### src/rtl/palt_pkg.sv
// ----------------------------------------------------------------------------
// palt_pkg
// Shared types and constants for the peer address learning table.
// ----------------------------------------------------------------------------
`default_nettype none

package palt_pkg;

  localparam int POOL_ENTRIES = 8;
  localparam int IDX_W        = (POOL_ENTRIES > 1) ? $clog2(POOL_ENTRIES) : 1;
  localparam int RESULT_CAP   = 8;
  localparam int CNT_W        = $clog2(RESULT_CAP + 1);

  localparam int CFG_IDX_W  = 2;
  localparam int CFG_DATA_W = 16;

  localparam logic [CFG_IDX_W-1:0] REG_OWN_ID     = 2'd0;
  localparam logic [CFG_IDX_W-1:0] REG_BCAST_PORT = 2'd1;

  localparam logic [7:0]  OWN_ID_RST     = 8'd1;
  localparam logic [15:0] BCAST_PORT_RST = 16'd8888;

  localparam logic [7:0]  HDR_MARK   = 8'hFE;
  localparam logic [7:0]  HDR_TYPE_A = 8'h7C;
  localparam logic [7:0]  HDR_TYPE_B = 8'h7F;
  localparam logic [31:0] ALL_ONES_ADDR = 32'hFFFF_FFFF;

  localparam logic [1:0] KIND_LEARN     = 2'd0;
  localparam logic [1:0] KIND_UNICAST   = 2'd1;
  localparam logic [1:0] KIND_BROADCAST = 2'd2;

  localparam logic [1:0] STAT_IGNORED = 2'd0;
  localparam logic [1:0] STAT_REFRESH = 2'd1;
  localparam logic [1:0] STAT_ADDED   = 2'd2;
  localparam logic [1:0] STAT_FULL    = 2'd3;

  localparam logic [1:0] FAIL_FREE = 2'd2;

  typedef struct packed {
    logic [7:0]  id;
    logic [31:0] addr;
    logic [15:0] port;
    logic [1:0]  fail_count;
  } entry_t;

  typedef struct packed {
    logic             en;
    logic             full;   // 0: fail count only
    logic [IDX_W-1:0] idx;
    entry_t           data;
  } tbl_wr_t;

  typedef struct packed {
    logic [1:0]  kind;
    logic [1:0]  learn_status;
    logic [31:0] dest_addr;
    logic [15:0] dest_port;
    logic        last;
  } res_t;

  typedef enum logic [1:0] {
    S_IDLE,
    S_SCAN,
    S_FINISH
  } state_t;

endpackage

`default_nettype wire

### src/rtl/palt_if.sv
// ----------------------------------------------------------------------------
// palt_if
// Valid/ready channels for input items and result items.
// ----------------------------------------------------------------------------
`default_nettype none

interface palt_in_if;
  logic        valid;
  logic        ready;
  logic        mode;
  logic [7:0]  frame_byte0;
  logic [7:0]  frame_byte1;
  logic [7:0]  frame_byte2;
  logic [7:0]  frame_byte3;
  logic [31:0] source_addr;
  logic [15:0] source_port;

  modport source (
    output valid, mode, frame_byte0, frame_byte1, frame_byte2, frame_byte3,
           source_addr, source_port,
    input  ready
  );
  modport sink (
    input  valid, mode, frame_byte0, frame_byte1, frame_byte2, frame_byte3,
           source_addr, source_port,
    output ready
  );
endinterface

interface palt_out_if;
  logic        valid;
  logic        ready;
  logic [1:0]  kind;
  logic [1:0]  learn_status;
  logic [31:0] dest_addr;
  logic [15:0] dest_port;
  logic        last;

  modport source (
    output valid, kind, learn_status, dest_addr, dest_port, last,
    input  ready
  );
  modport sink (
    input  valid, kind, learn_status, dest_addr, dest_port, last,
    output ready
  );
endinterface

`default_nettype wire

### src/rtl/palt_table.sv
// ----------------------------------------------------------------------------
// palt_table
// Peer entry storage: one read port at the scan index, one write port.
// ----------------------------------------------------------------------------
`default_nettype none

module palt_table
  import palt_pkg::*;
(
  input  wire logic             clk,
  input  wire logic             rst,
  input  wire logic [IDX_W-1:0] rd_idx,
  input  wire tbl_wr_t          wr,
  output entry_t                rd
);

  entry_t entries [POOL_ENTRIES];

  assign rd = entries[rd_idx];

  always_ff @(posedge clk) begin
    if (rst) begin
      for (int i = 0; i < POOL_ENTRIES; i++) begin
        entries[i] <= '{id: 8'd0, addr: 32'd0, port: 16'd0, fail_count: FAIL_FREE};
      end
    end else if (wr.en) begin
      if (wr.full) begin
        entries[wr.idx] <= wr.data;
      end else begin
        entries[wr.idx].fail_count <= wr.data.fail_count;
      end
    end
  end

endmodule

`default_nettype wire

### src/rtl/palt_seq.sv
// ----------------------------------------------------------------------------
// palt_seq
// Scan sequencer: with a single id comparator, walks the table one entry a
// cycle unless stalled; updates counts/entries and drives the result register.
// ----------------------------------------------------------------------------
`default_nettype none

module palt_seq
  import palt_pkg::*;
(
  input  wire logic        clk,
  input  wire logic        rst,
  input  wire logic [7:0]  own_id,
  input  wire logic [15:0] broadcast_port,
  palt_in_if.sink          in_ch,
  palt_out_if.source       out_ch,
  output logic [IDX_W-1:0] rd_idx,
  input  wire entry_t      tbl_rd,
  output tbl_wr_t          tbl_wr
);

  state_t state, state_next;

  logic [IDX_W-1:0] idx;
  logic             mode_r;
  logic             ok_r;
  logic [7:0]       key_r;
  logic [31:0]      addr_r;
  logic [15:0]      port_r;
  logic             hit;
  logic [IDX_W-1:0] hit_idx;
  logic             free_found;
  logic [IDX_W-1:0] free_idx;
  logic             matched;
  logic             pend_valid;
  logic [31:0]      pend_addr;
  logic [15:0]      pend_port;
  logic [CNT_W-1:0] nres;

  logic out_valid;
  res_t out_item;

  logic hdr_ok, accept, id_hit, live, send_match, cand, can_push, stall;
  logic idx_last, fin_push, fin_go, push;
  res_t push_item;

  assign hdr_ok = (in_ch.frame_byte0 == HDR_MARK) &&
                  ((in_ch.frame_byte1 == HDR_TYPE_A) || (in_ch.frame_byte1 == HDR_TYPE_B));
  assign in_ch.ready = (state == S_IDLE);
  assign accept      = in_ch.valid && in_ch.ready;

  assign rd_idx     = idx;
  assign id_hit     = (tbl_rd.id == key_r);
  assign live       = (tbl_rd.fail_count < FAIL_FREE);
  assign send_match = mode_r && id_hit && live;
  assign cand       = send_match && (tbl_rd.addr[7:0] != 8'd0) &&
                      (nres < CNT_W'(RESULT_CAP));
  assign can_push   = !out_valid || out_ch.ready;
  assign stall      = (state == S_SCAN) && cand && pend_valid && !can_push;
  assign idx_last   = (idx == IDX_W'(POOL_ENTRIES - 1));
  assign fin_push   = !mode_r || pend_valid || !matched;
  assign fin_go     = !fin_push || can_push;

  always_comb begin
    state_next = state;
    push       = 1'b0;
    push_item  = '0;
    tbl_wr     = '0;
    case (state)
      S_IDLE: begin
        if (in_ch.valid) begin
          if (in_ch.mode) begin
            state_next = hdr_ok ? S_SCAN : S_FINISH;
          end else begin
            state_next = (hdr_ok && in_ch.frame_byte2 == own_id) ? S_SCAN : S_FINISH;
          end
        end
      end
      S_SCAN: begin
        if (mode_r) begin
          if (!stall) begin
            if (send_match) begin
              tbl_wr.en              = 1'b1;
              tbl_wr.idx             = idx;
              tbl_wr.data            = tbl_rd;
              tbl_wr.data.fail_count = tbl_rd.fail_count + 2'd1;
            end
            if (cand && pend_valid) begin
              push      = 1'b1;
              push_item = '{kind: KIND_UNICAST, learn_status: STAT_IGNORED,
                            dest_addr: pend_addr, dest_port: pend_port, last: 1'b0};
            end
            if (idx_last) begin
              state_next = S_FINISH;
            end
          end
        end else if (id_hit || idx_last) begin
          state_next = S_FINISH;
        end
      end
      S_FINISH: begin
        if (fin_go) begin
          state_next = S_IDLE;
          push       = fin_push;
          if (!mode_r) begin
            push_item.kind = KIND_LEARN;
            push_item.last = 1'b1;
            if (!ok_r) begin
              push_item.learn_status = STAT_IGNORED;
            end else if (hit) begin
              push_item.learn_status = STAT_REFRESH;
            end else if (free_found) begin
              push_item.learn_status = STAT_ADDED;
            end else begin
              push_item.learn_status = STAT_FULL;
            end
            if (ok_r && (hit || free_found)) begin
              tbl_wr.en   = 1'b1;
              tbl_wr.full = 1'b1;
              tbl_wr.idx  = hit ? hit_idx : free_idx;
              tbl_wr.data = '{id: key_r, addr: addr_r, port: port_r, fail_count: 2'd0};
            end
          end else if (pend_valid) begin
            push_item = '{kind: KIND_UNICAST, learn_status: STAT_IGNORED,
                          dest_addr: pend_addr, dest_port: pend_port, last: 1'b1};
          end else begin
            push_item = '{kind: KIND_BROADCAST, learn_status: STAT_IGNORED,
                          dest_addr: ALL_ONES_ADDR, dest_port: broadcast_port, last: 1'b1};
          end
        end
      end
      default: state_next = S_IDLE;
    endcase
  end

  always_ff @(posedge clk) begin
    if (rst) begin
      state <= S_IDLE;
    end else begin
      state <= state_next;
    end
  end

  always_ff @(posedge clk) begin
    if (rst) begin
      hit        <= 1'b0;
      free_found <= 1'b0;
      matched    <= 1'b0;
      pend_valid <= 1'b0;
      nres       <= '0;
      idx        <= '0;
    end else if (accept) begin
      idx        <= '0;
      hit        <= 1'b0;
      free_found <= 1'b0;
      matched    <= 1'b0;
      pend_valid <= 1'b0;
      nres       <= '0;
    end else if (state == S_SCAN && !stall) begin
      idx <= IDX_W'(idx + 1'b1);
      if (!mode_r) begin
        if (id_hit) begin
          hit     <= 1'b1;
          hit_idx <= idx;
        end
        if (!free_found && !live) begin
          free_found <= 1'b1;
          free_idx   <= idx;
        end
      end else begin
        if (send_match) begin
          matched <= 1'b1;
        end
        if (cand) begin
          pend_valid <= 1'b1;
          pend_addr  <= tbl_rd.addr;
          pend_port  <= tbl_rd.port;
          nres       <= nres + 1'b1;
        end
      end
    end else if (state == S_FINISH && fin_go) begin
      pend_valid <= 1'b0;
    end
  end

  always_ff @(posedge clk) begin
    if (accept) begin
      mode_r <= in_ch.mode;
      key_r  <= in_ch.mode ? in_ch.frame_byte2 : in_ch.frame_byte3;
      ok_r   <= hdr_ok && (in_ch.mode || in_ch.frame_byte2 == own_id);
      addr_r <= in_ch.source_addr;
      port_r <= in_ch.source_port;
    end
  end

  always_ff @(posedge clk) begin
    if (rst) begin
      out_valid <= 1'b0;
    end else if (push) begin
      out_valid <= 1'b1;
    end else if (out_ch.ready) begin
      out_valid <= 1'b0;
    end
  end

  always_ff @(posedge clk) begin
    if (push) begin
      out_item <= push_item;
    end
  end

  assign out_ch.valid        = out_valid;
  assign out_ch.kind         = out_item.kind;
  assign out_ch.learn_status = out_item.learn_status;
  assign out_ch.dest_addr    = out_item.dest_addr;
  assign out_ch.dest_port    = out_item.dest_port;
  assign out_ch.last         = out_item.last;

  a_idle_no_pend: assert property (@(posedge clk) disable iff (rst)
    (state == S_IDLE) |-> !pend_valid)
    else $error("unicast item left pending on return to idle");

  a_push_room: assert property (@(posedge clk) disable iff (rst)
    push |-> (!out_valid || out_ch.ready))
    else $error("result pushed over an untaken item");

  a_cap: assert property (@(posedge clk) disable iff (rst)
    nres <= CNT_W'(RESULT_CAP))
    else $error("result count beyond cap");

  a_scan_count: assert property (@(posedge clk) disable iff (rst)
    (tbl_wr.en && !tbl_wr.full) |-> (mode_r && $past(state) != S_IDLE || state == S_SCAN))
    else $error("count update outside a send scan");

endmodule

`default_nettype wire

### src/rtl/peer_address_learning_table.sv
// ----------------------------------------------------------------------------
// peer_address_learning_table
// Peer id to address/port table with learn and send lookup items.
// ----------------------------------------------------------------------------
// One item at a time. After an item is accepted, a single id comparator
// walks the table one entry per cycle while the scan is not paused, and
// the finishing state then completes the item. A learn item stops its
// scan at the first id match; an item with a bad header, or a learn item
// for another node, skips the scan. Unicast results leave as the scan
// proceeds; the scan pauses only when a further unicast result is found
// while the result register still holds an item not yet taken, and the
// finishing cycle likewise waits for room. Configuration is taken from
// the write port at any time; registers reset to own id 1 and port 8888.
// ----------------------------------------------------------------------------
`default_nettype none

module peer_address_learning_table
  import palt_pkg::*;
(
  input  wire logic                  clk,
  input  wire logic                  rst,
  input  wire logic                  cfg_write,
  input  wire logic [CFG_IDX_W-1:0]  cfg_index,
  input  wire logic [CFG_DATA_W-1:0] cfg_data,
  palt_in_if.sink                    in_ch,
  palt_out_if.source                 out_ch
);

  logic [7:0]  own_id;
  logic [15:0] broadcast_port;

  logic [IDX_W-1:0] rd_idx;
  entry_t           tbl_rd;
  tbl_wr_t          tbl_wr;

  always_ff @(posedge clk) begin
    if (rst) begin
      own_id         <= OWN_ID_RST;
      broadcast_port <= BCAST_PORT_RST;
    end else if (cfg_write) begin
      case (cfg_index)
        REG_OWN_ID:     own_id         <= cfg_data[7:0];
        REG_BCAST_PORT: broadcast_port <= cfg_data;
        default: ;
      endcase
    end
  end

  palt_table u_table (
    .clk    (clk),
    .rst    (rst),
    .rd_idx (rd_idx),
    .wr     (tbl_wr),
    .rd     (tbl_rd)
  );

  palt_seq u_seq (
    .clk            (clk),
    .rst            (rst),
    .own_id         (own_id),
    .broadcast_port (broadcast_port),
    .in_ch          (in_ch),
    .out_ch         (out_ch),
    .rd_idx         (rd_idx),
    .tbl_rd         (tbl_rd),
    .tbl_wr         (tbl_wr)
  );

endmodule

`default_nettype wire
### src/flat_wrapper.sv
// flat-port wrapper written by rule: the top's interface ports become plain ports
module peer_address_learning_table_flat import palt_pkg::*;
  (clk, rst, cfg_write, cfg_index, cfg_data, in_ch_valid, in_ch_mode, in_ch_frame_byte0, in_ch_frame_byte1, in_ch_frame_byte2, in_ch_frame_byte3, in_ch_source_addr, in_ch_source_port, in_ch_ready, out_ch_valid, out_ch_kind, out_ch_learn_status, out_ch_dest_addr, out_ch_dest_port, out_ch_last, out_ch_ready);
  palt_in_if in_ch_i ();
  palt_out_if out_ch_i ();
  input  wire logic clk;
  input  wire logic rst;
  input  wire logic cfg_write;
  input  wire logic [CFG_IDX_W-1:0] cfg_index;
  input  wire logic [CFG_DATA_W-1:0] cfg_data;
  input wire logic [$bits(in_ch_i.valid)-1:0] in_ch_valid;
  input wire logic [$bits(in_ch_i.mode)-1:0] in_ch_mode;
  input wire logic [$bits(in_ch_i.frame_byte0)-1:0] in_ch_frame_byte0;
  input wire logic [$bits(in_ch_i.frame_byte1)-1:0] in_ch_frame_byte1;
  input wire logic [$bits(in_ch_i.frame_byte2)-1:0] in_ch_frame_byte2;
  input wire logic [$bits(in_ch_i.frame_byte3)-1:0] in_ch_frame_byte3;
  input wire logic [$bits(in_ch_i.source_addr)-1:0] in_ch_source_addr;
  input wire logic [$bits(in_ch_i.source_port)-1:0] in_ch_source_port;
  output wire logic [$bits(in_ch_i.ready)-1:0] in_ch_ready;
  output wire logic [$bits(out_ch_i.valid)-1:0] out_ch_valid;
  output wire logic [$bits(out_ch_i.kind)-1:0] out_ch_kind;
  output wire logic [$bits(out_ch_i.learn_status)-1:0] out_ch_learn_status;
  output wire logic [$bits(out_ch_i.dest_addr)-1:0] out_ch_dest_addr;
  output wire logic [$bits(out_ch_i.dest_port)-1:0] out_ch_dest_port;
  output wire logic [$bits(out_ch_i.last)-1:0] out_ch_last;
  input wire logic [$bits(out_ch_i.ready)-1:0] out_ch_ready;
  assign in_ch_i.valid = in_ch_valid;
  assign in_ch_i.mode = in_ch_mode;
  assign in_ch_i.frame_byte0 = in_ch_frame_byte0;
  assign in_ch_i.frame_byte1 = in_ch_frame_byte1;
  assign in_ch_i.frame_byte2 = in_ch_frame_byte2;
  assign in_ch_i.frame_byte3 = in_ch_frame_byte3;
  assign in_ch_i.source_addr = in_ch_source_addr;
  assign in_ch_i.source_port = in_ch_source_port;
  assign in_ch_ready = in_ch_i.ready;
  assign out_ch_valid = out_ch_i.valid;
  assign out_ch_kind = out_ch_i.kind;
  assign out_ch_learn_status = out_ch_i.learn_status;
  assign out_ch_dest_addr = out_ch_i.dest_addr;
  assign out_ch_dest_port = out_ch_i.dest_port;
  assign out_ch_last = out_ch_i.last;
  assign out_ch_i.ready = out_ch_ready;
  peer_address_learning_table u_core (.clk(clk), .rst(rst), .cfg_write(cfg_write), .cfg_index(cfg_index), .cfg_data(cfg_data), .in_ch(in_ch_i), .out_ch(out_ch_i));
endmodule
### config.mk
export PLATFORM = sky130hd
export DESIGN_NAME = peer_address_learning_table_flat
export DESIGN_NICKNAME = d
export VERILOG_FILES = /design/src/rtl/palt_pkg.sv /design/src/rtl/palt_if.sv /design/src/rtl/palt_table.sv /design/src/rtl/palt_seq.sv /design/src/rtl/peer_address_learning_table.sv /design/src/flat_wrapper.sv
export SDC_FILE = /design/constraint.sdc
export NUM_CORES = 1
export LEC_CHECK = 0
export BUFFER_PORTS_ARGS = -buffer_cell sky130_fd_sc_hd__buf_2
export CAP_MARGIN = 40
export CORE_UTILIZATION = 50
export DETAILED_ROUTE_END_ITERATION = 10
export GPL_TIMING_DRIVEN = 0
export PLACE_DENSITY = 0.73
export SKIP_LAST_GASP = 1
export SLEW_MARGIN = 25
export SYNTH_ARGS = -nofsm -noshare
export SYNTH_HDL_FRONTEND = slang
export SYNTH_SLANG_ARGS = --single-unit
### constraint.sdc
create_clock -name clk -period 5.7 [get_ports clk]
set_clock_uncertainty 0.2 [all_clocks]
set_input_delay 0 -clock clk [delete_from_list [all_inputs] [get_ports clk]]
set_output_delay 0 -clock clk [all_outputs]
set_load 0.01 [all_outputs]
# Word-level counts from Yosys, hierarchy flattened
# Memories as Yosys holds them, arrays and structs flattened. A register that Yosys moved wholly into a read port is not among the register bits.
# Index checks and enable logic that the tools add are counted.
[totals]
input_bits = 104
elab_cells = 163
memories = 1
out_inout_bits = 55
mem_bits_rw = 464
register_bits = 203
[op_classes]
order_cmp = 2
muxes = 63
reduce_logical = 50
n_eq_ne = 16
n_bitwise = 4
n_addsub = 3
[mem_list]
columns = ["memory", "depth", "word_bits", "read_ports", "rd_clocked_by_memory_dff", "wr", "line_no", "source"]
rows = [
  ["u_core.u_table.entries", 8, 58, 1, 1, 8, "palt_table.sv:17", "entry_t entries [POOL_ENTRIES];"],
]
[ops]
columns = ["op", "count"]
rows = [
  ["$mux W63", 3],
  ["$mux W61", 3],
  ["$mux W52", 3],
  ["$pmux W61 S2", 1],
  ["$mux W53", 2],
  ["$pmux W53 S2", 1],
  ["$mux W58", 1],
  ["$reduce_or A58 Y1", 1],
  ["$mux W48", 1],
  ["$mux W1", 26],
  ["$mux W2", 13],
  ["$reduce_and A5 Y1", 4],
  ["$eq A8 B7 Y1 const B", 2],
  ["$eq A8 B8 Y1", 2],
  ["$logic_and A1 B1 Y1", 16],
  ["$reduce_and A3 Y1", 5],
  ["$mux W3", 4],
  ["$eq A8 B8 Y1 const B", 1],
  ["$logic_not A1 Y1", 8],
  ["$logic_or A1 B1 Y1", 8],
  ["$mux W8", 1],
  ["$ne A2 B2 Y1 const B", 4],
  ["$reduce_bool A8 Y1", 1],
  ["$ne A3 B3 Y1 const B", 2],
  ["18 further kinds", 25],
]

# Logic depth before layout (Yosys ltp)
[logic_depth]
depth_word = 17
depth_mapped = 14
ltp_nobuf = 9

# By module
# Synthesis repeated with hierarchy kept, for this count alone.
[hier_totals]
cells_unflattened = 1962
hier_area_um2 = 29358.2
[modules_own_cells]
columns = ["module", "instances", "seq_area_each_um2", "area_per_inst_um2", "cells_per_inst"]
rows = [
  ["palt_table", 1, 13933.4, 20739.9, 1321],
  ["palt_seq", 1, 5235.0, 7569.8, 537],
  ["peer_address_learning_table", 1, 480.5, 1048.5, 104],
]

# Worst setup path after synthesis
# Ideal clock, no wire load.
[synth_timing]
path_kind = "flip-flop to flip-flop"
startpoint = "register (tool-made name)"
endpoint = "register u_core.u_seq.out_item (netlist bit u_core.u_seq.out_ch.dest_addr[0]) (enable)"
n_path_buf = 3
path_stages_with_launch = 11
arrival_ps = 4891
setup_ps = 464
period_less_slack_ps = 5555
required_time_ps = 5036
setup_slack_ps = 145
path_cell_list = "dfxtp_1 -> clkbuf_1 -> buf_1 -> mux2i_2 -> xor2_1 -> nand3_1 -> or4_4 -> buf_6 -> nor3_1 -> o21ai_0 -> nor2_1"
[synth_lines]
columns = ["item", "line_no", "source"]
rows = [
  ["end signal: assignment", "palt_seq.sv:208", "out_item <= push_item;"],
  ["end: declaration", "palt_seq.sv:41", "res_t out_item;"],
]

==> impl_metrics.toml <==
[pwr]
p_switching_mw = 2.14
comb_power_share_pct = 4.7
ir_worst_vdd_v = 0.000197
pwr-share-seq_pct = 54.4
p_clk_share_pct = 40.9
internal_power_mw = 8.14
swShare_pct = 20.8
finalPower_mw = 10.3
power.density_nw_per_um2 = 297
p_leak_nw = 11.5

[critical_path]
critPathSlowestCell = "mux4_2"
worst_setup_path_start_kind = "flop"
crit_path_end_kind = "flop"
cp_num_buf_inv = 7
reg2reg_setup_slack_ns = 0.09
path_cells = "buf_6 > buf_6 > mux4_2 > mux2i_1 > nand4_1 > o2111a_1 > buf_2 > or2_2 > buf_2 > o31ai_2 > nand3_1 > buf_2 > buf_2 > nand2_8 > buf_12"
cp_common_cell = "buf_2"
required_ns = 5.78
rr_worst_depth = 15
max_stage_delay_ns = 0.53
crit_fanout = 30
crit_type = "flop to flop"
critical-path-top-delay-family = "buffers and inverters"
worstPathArrival_ns = 5.69
r2r_end = "u_core.u_table.entries[1][15]"

[yosys]
ys_ff_latch = 670
yosysSeqAreaShare_pct = 68.7
synth_most_common_cell = "edfxtp_1"
yosys_warnings = 0
yosysTopAreaCellShare_pct = 65.9
synth_area_per_cell_um2 = 14.3
ys_top_cells_by_count = "edfxtp_1 (629), nor2_1 (487), nand2_1 (137)"
synth.area.top_cells = "edfxtp_1 (66%), mux4_2 (8.3%), nor2_1 (6.4%)"
syn_inst = 2008
syn_nets = 2118
syn_area_um2 = 28700
synth_cell_type_count = 62
yosys.area.top_type = "edfxtp_1"
synth-main-ff-cell = "edfxtp_1"
synthArstFlopShare_pct = 0
synth_edf_count = 629

[cts]
tritoncts = "built"
cts_sinks = 670
worstSkewPairLatency_ns = 0.61
htreeDepth = 3
cts_root_buffer = "clkbuf_16"
cts_buffers = 67
cts.clk_slew.worst_paths_ns = 0.06
clk_path_buf_depth = 3

[sta]
fmax_mhz = 178
rsz0062_at_grt = "no"
min_period_ns = 5.61
hold_viol_final = 0
tightestPinTransition_ns = 0.920
relSlewSlack_pct = 38.7
period_share_pct = 98.5
final_max_slew_viol_count = 0
setup-violations-final = 0

[place]
portBuffers = 158
place_congestion = 0.892
dpl_cell_area_um2 = 30900
dpl.hpwl_um = 49100

[global_route]
grt_max_degree = 39
antenna_found_initial = 1
grt_usage_pct = 27.0
grt-ovfl-total = 0
grt_pass1_vias = 19000
grt_pass1_wl_um = 114000

[routing]
drt-total-wl_um = 77600
route.detailed.drc = 0
dr.pass1.iters = 5
ant_nets = 0
drtIter0Drc = 2173
viasPerCell = 5.89
dr_total_vias = 19000
wl_per_cell_um = 24.1

[worst_hold_path]
holdPathStages = 4
hp-start = "cfg_data[6]"
hold_class = "input pin to flop"
min_to = "u_core.own_id[6]"

[finish]
final.fill_count = 4102
multi_input_area_um2 = 8260
drive_above_1_share_pct = 22.2
design_area_um2 = 34600
final_nets = 2530
num_antenna_cells = 0
area_growth_pct = 20.6
area.sequential_um2 = 19700

[floorplan]
start_util_pct = 50.8
die_h_um = 241
num_io_pins = 159
core_um2 = 56500
rows = 87
die_width_um = 241
die_area_um2 = 58300

[status]
status = "complete, no violations"

[flow_run]
max_cap_violations = 0
[per-layer routing]
metal | part of all wire [%] | track usage (%) | up-vias | routed length, um
li1 | - | - | 8185 | -
met1 | 37 | 35.1 | 9467 | 28800
met2 | 49 | 45.0 | 1142 | 37800
met3 | 10 | 4.77 | 187 | 8130
met4 | 3.7 | 11.3 | 0 | 2870
met5 | 0 | 0 | - | 0
[flip-flops by register name (all words and copies together), names as in the netlist, 3 cells and up, named ones only]
name and cells:
u_core.u_table.entries 464, u_core.u_seq.addr_r 32, u_core.u_seq.out_ch.dest_addr 32, u_core.u_seq.pend_addr 32
u_core.broadcast_port 16, u_core.u_seq.out_ch.dest_port 16, u_core.u_seq.pend_port 16, u_core.u_seq.port_r 16
u_core.own_id 8, u_core.u_seq.key_r 8, u_core.u_seq.nres 4, u_core.u_seq.free_idx 3
u_core.u_seq.hit_idx 3, u_core.u_seq.rd_idx 3
[placed cells by master (no fill, tap or decap), types with 41 or more instances in the layout]
cell	count
mux2_2	50
edfxtp_1	629
mux2i_1	42
dfxtp_1	41
clkbuf_1	120
mux4_2	106
clkbuf_16	70
nand2_1	129
nand3_1	66
buf_2	201
a21bo_2	41
nor2_1	486
dlygate4sd3_1	165
[tightest hold or removal path: stages]
cell           delay (ns)
dlygate4sd3_1        0.52
buf_2                0.12
mux2i_1              0.07
nor2_1               0.08
[stage by stage]
stage	setup slack (ns)	hold slack [ns]	utilization, %	instances	TNS [ns]
after floorplan	0.145	-0.101	-	2008	0
after global placement	-2.36	-0.0222	53.8	2922	-1072.53
after detailed placement	-0.154	-0.0219	54.6	2943	-6.38
after CTS	-0.00239	0.00202	61.2	3221	-0.00239
after global routing	0.000369	0.0566	61.2	3220	0
final	0.0879	0.0261	61.2	3220	0
[worst max path at each step]
stage / from / to / slack (ns) / cells after the start
final: flop / u_core.u_table.entries[1][15] / 0.09 / 15
after global routing: flop / u_core.u_table.entries[1][30] / 0.0004 / 15
after CTS: flop / u_core.u_table.entries[1][21] / -0.002 / 15
after detailed placement: flop / u_core.u_table.entries[1][17] / -0.15 / 15
after global placement: flop / u_core.u_table.entries[1][31] / -2.36 / 14
after floorplan: flop / u_core.u_seq.out_ch.dest_addr[0] / 0.15 / 10
[repair_timing]
action / 4_1_cts / 5_1_grt
endpoints found under the hold margin: 135 / 0
setup buffers: 0 / 0
gates resized for setup: 2 / 2
pin swaps: 0 / 1
hold buffers: 165 / 0
endpoints found under the setup margin: 53 / 111
cloned: 0 / 0
[kinds of logic (layout without fill, tap and decap cells)]
kind of cell	Yosys count	after routing	share of synthesized area, %
AO/OA/AOI/OAI	178	178	5.08
XOR/XNOR	14	14	0.428
multiplexers	199	199	11.8
adder cells (fa/ha/maj)	6	6	0.262
buffers and inverters	187	643	2.84
AND/OR/NAND/NOR	754	754	10.9
flip-flops	670	670	68.7
[area by class of cell]
class,instances,share of cell area [%]
multi-input combinational,1151,23.9
tap,756,2.74
clock buffer,88,5.32
inverter,19,0.206
buffer,166,2.14
timing repair buffer,345,8.15
sequential,670,57.0
clock inverter,25,0.565
[power by group through the flow]
stage,sequential (mW),clock [mW],combinational [mW]
after global routing,5.59,4.40,0.510
after floorplan,5.67,0,0.194
after global placement,5.70,0,0.350
after CTS,5.58,4.22,0.475
after detailed placement,5.68,0,0.389
final,5.58,4.21,0.483
(Power assumes the default switching activity.)
